==> config.mk <==
export PLATFORM = sky130hd
export DESIGN_NAME = dsp_ram
export DESIGN_NICKNAME = d
export VERILOG_FILES = /design/src/hdl/dsp_ram.sv
export SDC_FILE = /design/constraint.sdc
export NUM_CORES = 1
export LEC_CHECK = 0
export BUFFER_PORTS_ARGS = -buffer_cell sky130_fd_sc_hd__buf_2
export CAP_MARGIN = 15
export CORE_MARGIN = 4
export CORE_UTILIZATION = 45
export DETAILED_ROUTE_END_ITERATION = 10
export GPL_ROUTABILITY_DRIVEN = 0
export SLEW_MARGIN = 5
export SYNTH_ARGS = -nofsm -noshare
export SYNTH_HDL_FRONTEND = slang
export SYNTH_SLANG_ARGS = --single-unit
==> constraint.sdc <==
create_clock -name clock -period 3.2 [get_ports clock]
set_clock_uncertainty 0.15 [all_clocks]
set_input_delay 0.48 -clock clock [delete_from_list [all_inputs] [get_ports clock]]
set_output_delay 0.48 -clock clock [all_outputs]
set_load 0.005 [all_outputs]
==> src/hdl/dsp_ram.sv <==
`default_nettype none
module dsp_ram #(
   parameter int WIDTH = 8,
   parameter int DEPTH = 16
) (
   input  wire logic                     clock,
   input  wire logic                     wr_en,
   input  wire logic [$clog2(DEPTH)-1:0] wr_addr,
   input  wire logic [WIDTH-1:0]         wr_data,
   input  wire logic [$clog2(DEPTH)-1:0] rd_addr,
   output logic      [WIDTH-1:0]         rd_data
);
   logic [WIDTH-1:0] mem [DEPTH];
   // one write port, registered read
   always_ff @(posedge clock) begin
      if (wr_en) mem[wr_addr] <= wr_data;
      rd_data <= mem[rd_addr];
   end
endmodule
`default_nettype wire

After elaboration in Yosys (flattened, before gate mapping). Memory sizes are Yosys's and may differ from the RTL's. A register that Yosys moved wholly into a read port is not among the register bits. Index checks and enable logic that the tools add are counted.

Memories kept: 1. Memory bits (writable): 128. Bits in read-only memories: 0. Output and inout port bits: 8. Bits in latches: 0. Flip-flop bits (word level): 0.

Memory list: mem (words 16, width 8, read ports 1, clocked after Yosys merged registers in 1, write ports 1, line 13) `logic [WIDTH-1:0] mem [DEPTH];`.

Shift-type cells: 0. Eq/ne operators: 0. $add $sub $neg: 0. Div/mod/pow operators: 0. Bitwise gates (word level): 0. Mux-type cells: 2. Order comparisons: 0. $mul: 0. Reduce and logical (&&, ||, !) cells: 0.

Operator list (count): $mux 1 (2).

Longest topological paths before layout. Gate-level depths: netlist (run 1).

Depth in word-level cells: 2. Gate-level depth with buffers: 5. Depth with buffers taken out: 3.

Least setup slack after synthesis (run 1). No wires, ideal clock.

Path kind: input to register. Start point: input wr_addr[2]. End point: memory mem[0][0], enable pin. Setup time: 383 ps. Path slack: 1077 ps. Stages: 2. Required time: 2667 ps. Buffers on the path: 0. Arrival time: 1590 ps. Path through: or3b_2 -> nor3_1.

RTL lines: start, declared (line 8) `input wire logic [$clog2(DEPTH)-1:0] wr_addr,`; end, declared (line 13).

No word-level cell before the write port.

==> results of run 1 <==
final cells by class:
| class | count | area share, % |
|---|---|---|
| Clock inverter | 8 | 1.14 |
| Clock buffer | 24 | 8.28 |
| Multi-Input combinational cell | 83 | 17.4 |
| Timing Repair Buffer | 42 | 4.17 |
| Sequential cell | 136 | 66.1 |
| Tap cell | 140 | 2.89 |
cells in the final DEF, fill, tap and decap left out:
| master | synthesis | layout |
|---|---|---|
| edfxtp_1 | 128 | 128 |
| and2b_1 | 1 | 1 |
| clkbuf_8 | 0 | 5 |
| buf_2 | 3 | 25 |
| a22oi_1 | 16 | 16 |
| mux4_2 | 18 | 18 |
| and2_1 | 1 | 1 |
| clkinvlp_4 | 0 | 2 |
| nor3_1 | 4 | 4 |
| dfxtp_1 | 8 | 8 |
| clkinv_1 | 0 | 1 |
| clkbuf_16 | 0 | 17 |
| clkbuf_1 | 0 | 2 |
| or3b_2 | 1 | 1 |
| nand2_1 | 9 | 9 |
| nor2b_1 | 1 | 1 |
| nand3_1 | 1 | 1 |
| bufinv_16 | 0 | 1 |
| mux4_1 | 14 | 14 |
| nand3b_1 | 2 | 2 |
| buf_4 | 1 | 17 |
| nand2b_1 | 2 | 2 |
| clkinv_2 | 0 | 4 |
| nor2_1 | 13 | 13 |
through the flow:
stage	hold WS (ns)	std cells	setup slack [ns]	total power (µW)	utilization, %
floorplan	0.429	229	1.08	2140	-
global placement	0.508	401	0.705	2220	49.8
detailed placement	0.518	401	0.703	2220	49.8
CTS	0.290	433	1.13	4040	54.9
global route	0.293	433	1.01	4160	54.9
finish	0.300	433	1.13	4010	54.9
cell usage after synthesis (all sizes together):
cell type / number
a22oi: 16
and2: 1
and2b: 1
buf: 7
clkdlybuf4s25: 3
dfxtp: 8
edfxtp: 128
mux4: 32
nand2: 9
nand2b: 2
nand3: 1
nand3b: 2
nor2: 13
nor2b: 1
nor3: 4
or3b: 1
sequential cells by signal, summed over array words and instances (netlist names):
register,count
rd_data,8
mem,128
power by group:
part	total [µW]	switching, µW	internal (µW)
Sequential	2000	10.8	1990
Combinational	180	104	76.6
Clock	1830	665	1160
Total	4010	780	3230
per-layer routing:
layer  track usage, %  part of all wire [%]  routed length (µm)  vias up
li1                 -                     -                   -     1078
met1             24.8                    47                4710     1260
met2             24.7                    46                4650       79
met3             4.68                   5.9                 595       15
met4             6.81                   1.6                 163        0
met5                0                     0                   0        -
kinds of logic (layout without fill, tap and decap cells):
| logic type | count (synthesis) | in the layout | share of synthesized area (%) |
|---|---|---|---|
| multiplexers | 32 | 32 | 15.0 |
| AO/OA/AOI/OAI | 16 | 16 | 2.33 |
| flip-flops | 136 | 136 | 77.8 |
| AND/OR/NAND/NOR | 35 | 35 | 3.18 |
| buffers and inverters | 10 | 74 | 1.68 |
worst max-delay path by stage:
stage / start / end / slack, ns / depth (start not counted)
after floorplan: wr_addr[2] / mem[0][0]$_DFFE_PP_ / 1.08 / 2
after CTS: rd_addr[0] / rd_data[4]$_DFF_P_ / 1.13 / 5
after global placement: rd_addr[0] / rd_data[0]$_DFF_P_ / 0.71 / 5
after detailed placement: rd_addr[0] / rd_data[4]$_DFF_P_ / 0.70 / 5
final: rd_addr[0] / rd_data[4]$_DFF_P_ / 1.13 / 5
after global routing: rd_addr[0] / rd_data[4]$_DFF_P_ / 1.01 / 5
==> results.sh, run 1 <==
export IMPL_outcome="finished clean"
export IMPL_cts_buffer_depth=2
export IMPL_multiInputGateArea_um2=1060
export IMPL_crit_arrival_ns=2.20
export IMPL_grt_max_degree=23
export IMPL_reg2reg_depth=3
export IMPL_path_delay_family="buffers and inverters"
export IMPL_synthTopCellsByArea="edfxtp_1 (75%), mux4_2 (7.9%), mux4_1 (7.1%)"
export IMPL_slew_violations=0
export IMPL_vias=2432
export IMPL_cp_required_ns=3.33
export IMPL_min_to="mem[5][6]$_DFFE_PP_"
export IMPL_first_global_vias=2519
export IMPL_die_x_um=115
export IMPL_drcViolationCount=0
export IMPL_hold_viol=0
export IMPL_r2r_slack_ns=1.68
export IMPL_cts_tree="done"
export IMPL_ir_drop_mv=0.410
export IMPL_cts_sinks=136
export IMPL_cp_slowest_cell="mux4_2"
export IMPL_area_delta_synth_final_pct=17.7
export IMPL_ys_types=19
export IMPL_drv_cap=0
export IMPL_end_kind="flop"
export IMPL_fmax_ghz=0.484
export IMPL_wl_um=10100
export IMPL_n_fill_cell=861
export IMPL_grt_pass1_wl_um=15600
export IMPL_max_stage_delay_ns=0.52
export IMPL_clkTransAtPathRegs_ns=0.05
export IMPL_io_buffers=25
export IMPL_vias_per_cell=5.62
export IMPL_synth_area_um2=5150
export IMPL_rr_startpoint="mem[0][4]$_DFFE_PP_"
export IMPL_start_util_pct=46.7
export IMPL_max_slew_margin_rel_pct=40.1
export IMPL_hold_path_class="primary input to flop"
export IMPL_leakagePower_uw=0.00206
export IMPL_synth_cells=229
export IMPL_ctsHoldBuffers=0
export IMPL_coreArea_um2=11000
export IMPL_yosys_area_top_type_share_pct=74.7
export IMPL_clk_latency_ns=0.41
export IMPL_tns_ns=0
export IMPL_whs_path_depth=1
export IMPL_critPathKind="primary input to flop"
export IMPL_drive_gt1_share_pct=30.7
export IMPL_drt_iter0_drc=154
export IMPL_max_slew_worst_pin_slew_ns=0.895
export IMPL_crit_path_max_fanout=17
export IMPL_synth_top_cell_by_area="edfxtp_1"
export IMPL_postCtsSetupBuffers=0
export IMPL_hp_start="wr_data[6]"
export IMPL_cp_start_kind="primary input"
export IMPL_drtPass1Iterations=4
export IMPL_die_h_um=115
export IMPL_design_area_um2=6060
export IMPL_root_buffer="clkbuf_16"
export IMPL_antenna_cells=0
export IMPL_syn_area_per_cell_um2=22.5
export IMPL_antenna_found_initial=0
export IMPL_min_period_ns=2.07
export IMPL_ys_seq_area_share_pct=77.8
export IMPL_r2r_end="rd_data[4]$_DFF_P_"
export IMPL_seq_area_um2=4000
export IMPL_ant_nets=0
export IMPL_syn_num_nets=247
export IMPL_path_cells="buf_2, buf_4, mux4_2, a22oi_1, nand2_1"
export IMPL_dieArea_um2=13200
export IMPL_grt_overflow_total=0
export IMPL_synth_seq_cells=136
export IMPL_rows=38
export IMPL_cts_buffers=17
export IMPL_wl_per_cell_um=23.4
export IMPL_ys_warnings_count=0
export IMPL_cts_resized=0
export IMPL_grt_use_total_pct=17.1
export IMPL_rsz0062_at_grt="false"
export IMPL_p_per_area_nw_per_um2=662
export IMPL_finalCritPeriodShare_pct=64.5
export IMPL_setup_viol=0
export IMPL_cts_htree_levels=4
export IMPL_ios=26
export IMPL_final_nets=298
export IMPL_crit_buf_inv=2
export IMPL_placed_area_um2=5490
export IMPL_dp_hpwl_um=6340
No activity file was read; power rests on OpenSTA's default activity.
==> run 2: changes to the inputs <==
Clock period 3.2 ns to 2.1 ns, I/O delays scaled along.
==> results.sh, run 2 (synthesis gave the netlist of run 1 again) <==
export IMPL_cts_resized=0
export IMPL_io_buffers=25
export IMPL_swShare_pct=20.6
export IMPL_drive_gt1_share_pct=32.7
export IMPL_hold_path_class="primary input to flop"
export IMPL_ctsHoldBuffers=0
export IMPL_end_kind="flop"
export IMPL_min_period_ns=1.55
export IMPL_critPathKind="flop to flop"
export IMPL_p_switching_uw=1230
export IMPL_clkTransAtPathRegs_ns=0.06
export IMPL_drt_iter0_drc=219
export IMPL_p_seq_share_pct=50.9
export IMPL_clk_latency_ns=0.40
export IMPL_coreArea_um2=11000
export IMPL_ios=26
export IMPL_cp_slowest_cell="mux4_1"
export IMPL_whs_path_depth=1
export IMPL_vias=2421
export IMPL_final_nets=305
export IMPL_max_slew_worst_pin_slew_ns=0.456
export IMPL_max_stage_delay_ns=0.50
export IMPL_regMostFlops="mem"
export IMPL_path_delay_family="multiplexers"
export IMPL_path_cells="mux4_1, a22oi_1, nand2_1"
export IMPL_wl_per_cell_um=22.3
export IMPL_vias_per_cell=5.50
export IMPL_wl_um=9830
export IMPL_dieArea_um2=13200
export IMPL_postCtsSetupBuffers=0
export IMPL_p_clk_share_pct=44.3
export IMPL_drtPass1Iterations=4
export IMPL_r2r_slack_ns=0.55
export IMPL_finalCritPeriodShare_pct=73.9
export IMPL_ir_drop_mv=0.641
export IMPL_area_delta_synth_final_pct=18.8
export IMPL_reg2reg_depth=3
export IMPL_whs_ns=0.146
export IMPL_leakagePower_uw=0.00210
export IMPL_crit_path_max_fanout=1
export IMPL_design_area_um2=6120
export IMPL_crit_end="rd_data[0]$_DFF_P_"
export IMPL_grt_use_total_pct=16.7
export IMPL_place_ws_ns=0.159
export IMPL_outcome="finished clean"
export IMPL_top_regs="mem (128), rd_data (8)"
export IMPL_dp_hpwl_um=6340
export IMPL_setup_viol=0
export IMPL_grt_overflow_total=0
export IMPL_start_util_pct=46.7
export IMPL_antenna_found_initial=0
export IMPL_cp_start_kind="flop"
export IMPL_largest_register_ffs=128
export IMPL_grt_pass1_wl_um=15700
export IMPL_drcViolationCount=0
export IMPL_cts_tree="done"
export IMPL_cts_htree_levels=4
export IMPL_die_h_um=115
export IMPL_internal_power_uw=4770
export IMPL_r2r_end="rd_data[0]$_DFF_P_"
export IMPL_grt_max_degree=33
export IMPL_cp_depth=3
export IMPL_cts_buffer_depth=2
export IMPL_drv_cap=0
export IMPL_die_x_um=115
export IMPL_ant_nets=0
export IMPL_max_slew_margin_rel_pct=69.6
export IMPL_antenna_cells=0
export IMPL_final_cell_mix="edfxtp_1 (128), buf_2 (25), buf_4 (21)"
export IMPL_first_global_vias=2521
export IMPL_p_comb_share_pct=4.8
export IMPL_rows=38
export IMPL_worst_slack_ns=0.548
export IMPL_p_per_area_nw_per_um2=981
export IMPL_crit_start="mem[0][0]$_DFFE_PP_"
export IMPL_cts_buffers=17
export IMPL_rsz0062_at_grt="false"
export IMPL_hold_viol=0
export IMPL_rr_startpoint="mem[0][0]$_DFFE_PP_"
export IMPL_slew_violations=0
export IMPL_final_common_cell="edfxtp_1"
export IMPL_crit_buf_inv=0
export IMPL_n_fill_cell=868
export IMPL_fmax_ghz=0.644
export IMPL_placed_area_um2=5580
export IMPL_crit_arrival_ns=1.69
export IMPL_cts_sinks=136
export IMPL_cp_required_ns=2.23
export IMPL_root_buffer="clkbuf_16"
export IMPL_tns_ns=0
run 2: worst register-to-register path: cells and delay by family, from the launching register on:
family / cells / cell delay (ns)
flops: 1 / 0.36
compound gates: 1 / 0.33
mux: 1 / 0.50
simple gates: 1 / 0.09
run 2: per-layer routing:
layer,global-route usage [%],wire (µm),up-vias
li1,-,-,1089
met2,24.6,4630,76
met3,4.37,572,9
met4,5.48,107,0
met1,24.6,4530,1247
met5,0,0,-
run 2: area by class of cell:
cell class | count | area [µm²] | area share, %
flip-flops and latches | 136 | 4000 | 65.5
multi-input cells | 83 | 1060 | 17.3
clock buffers | 17 | 425 | 6.95
repair buffers | 49 | 343 | 5.60
well taps | 140 | 175 | 2.86
clock inverters | 15 | 113 | 1.84
run 2: power groups by stage:
stage / Sequential [µW] / Clock [µW] / Combinational (µW)
floorplan: 3110 / 0 / 154
global placement: 3110 / 0 / 289
detailed placement: 3110 / 0 / 294
CTS: 3050 / 2700 / 294
global route: 3060 / 2850 / 318
finish: 3050 / 2660 / 288
run 2: how the worst min path moves through the flow:
stage	start	to	slack (ns)
after floorplan	wr_data[0]	mem[0][0]$_DFFE_PP_	0.26
after CTS	wr_data[6]	mem[1][6]$_DFFE_PP_	0.13
after global routing	wr_data[6]	mem[1][6]$_DFFE_PP_	0.14
after detailed placement	mem[8][3]$_DFFE_PP_	rd_data[3]$_DFF_P_	0.52
final	wr_data[5]	mem[5][5]$_DFFE_PP_	0.15
after global placement	mem[11][1]$_DFFE_PP_	rd_data[1]$_DFF_P_	0.51
run 2: metrics by stage:
stage                     total power, µW  util (%)  instances
final                                6000      55.5        440
after global routing                 6220      55.5        440
after CTS                            6050      55.5        440
after detailed placement             3400      50.6        408
after global placement               3400      50.6        408
after floorplan                      3260         -        229
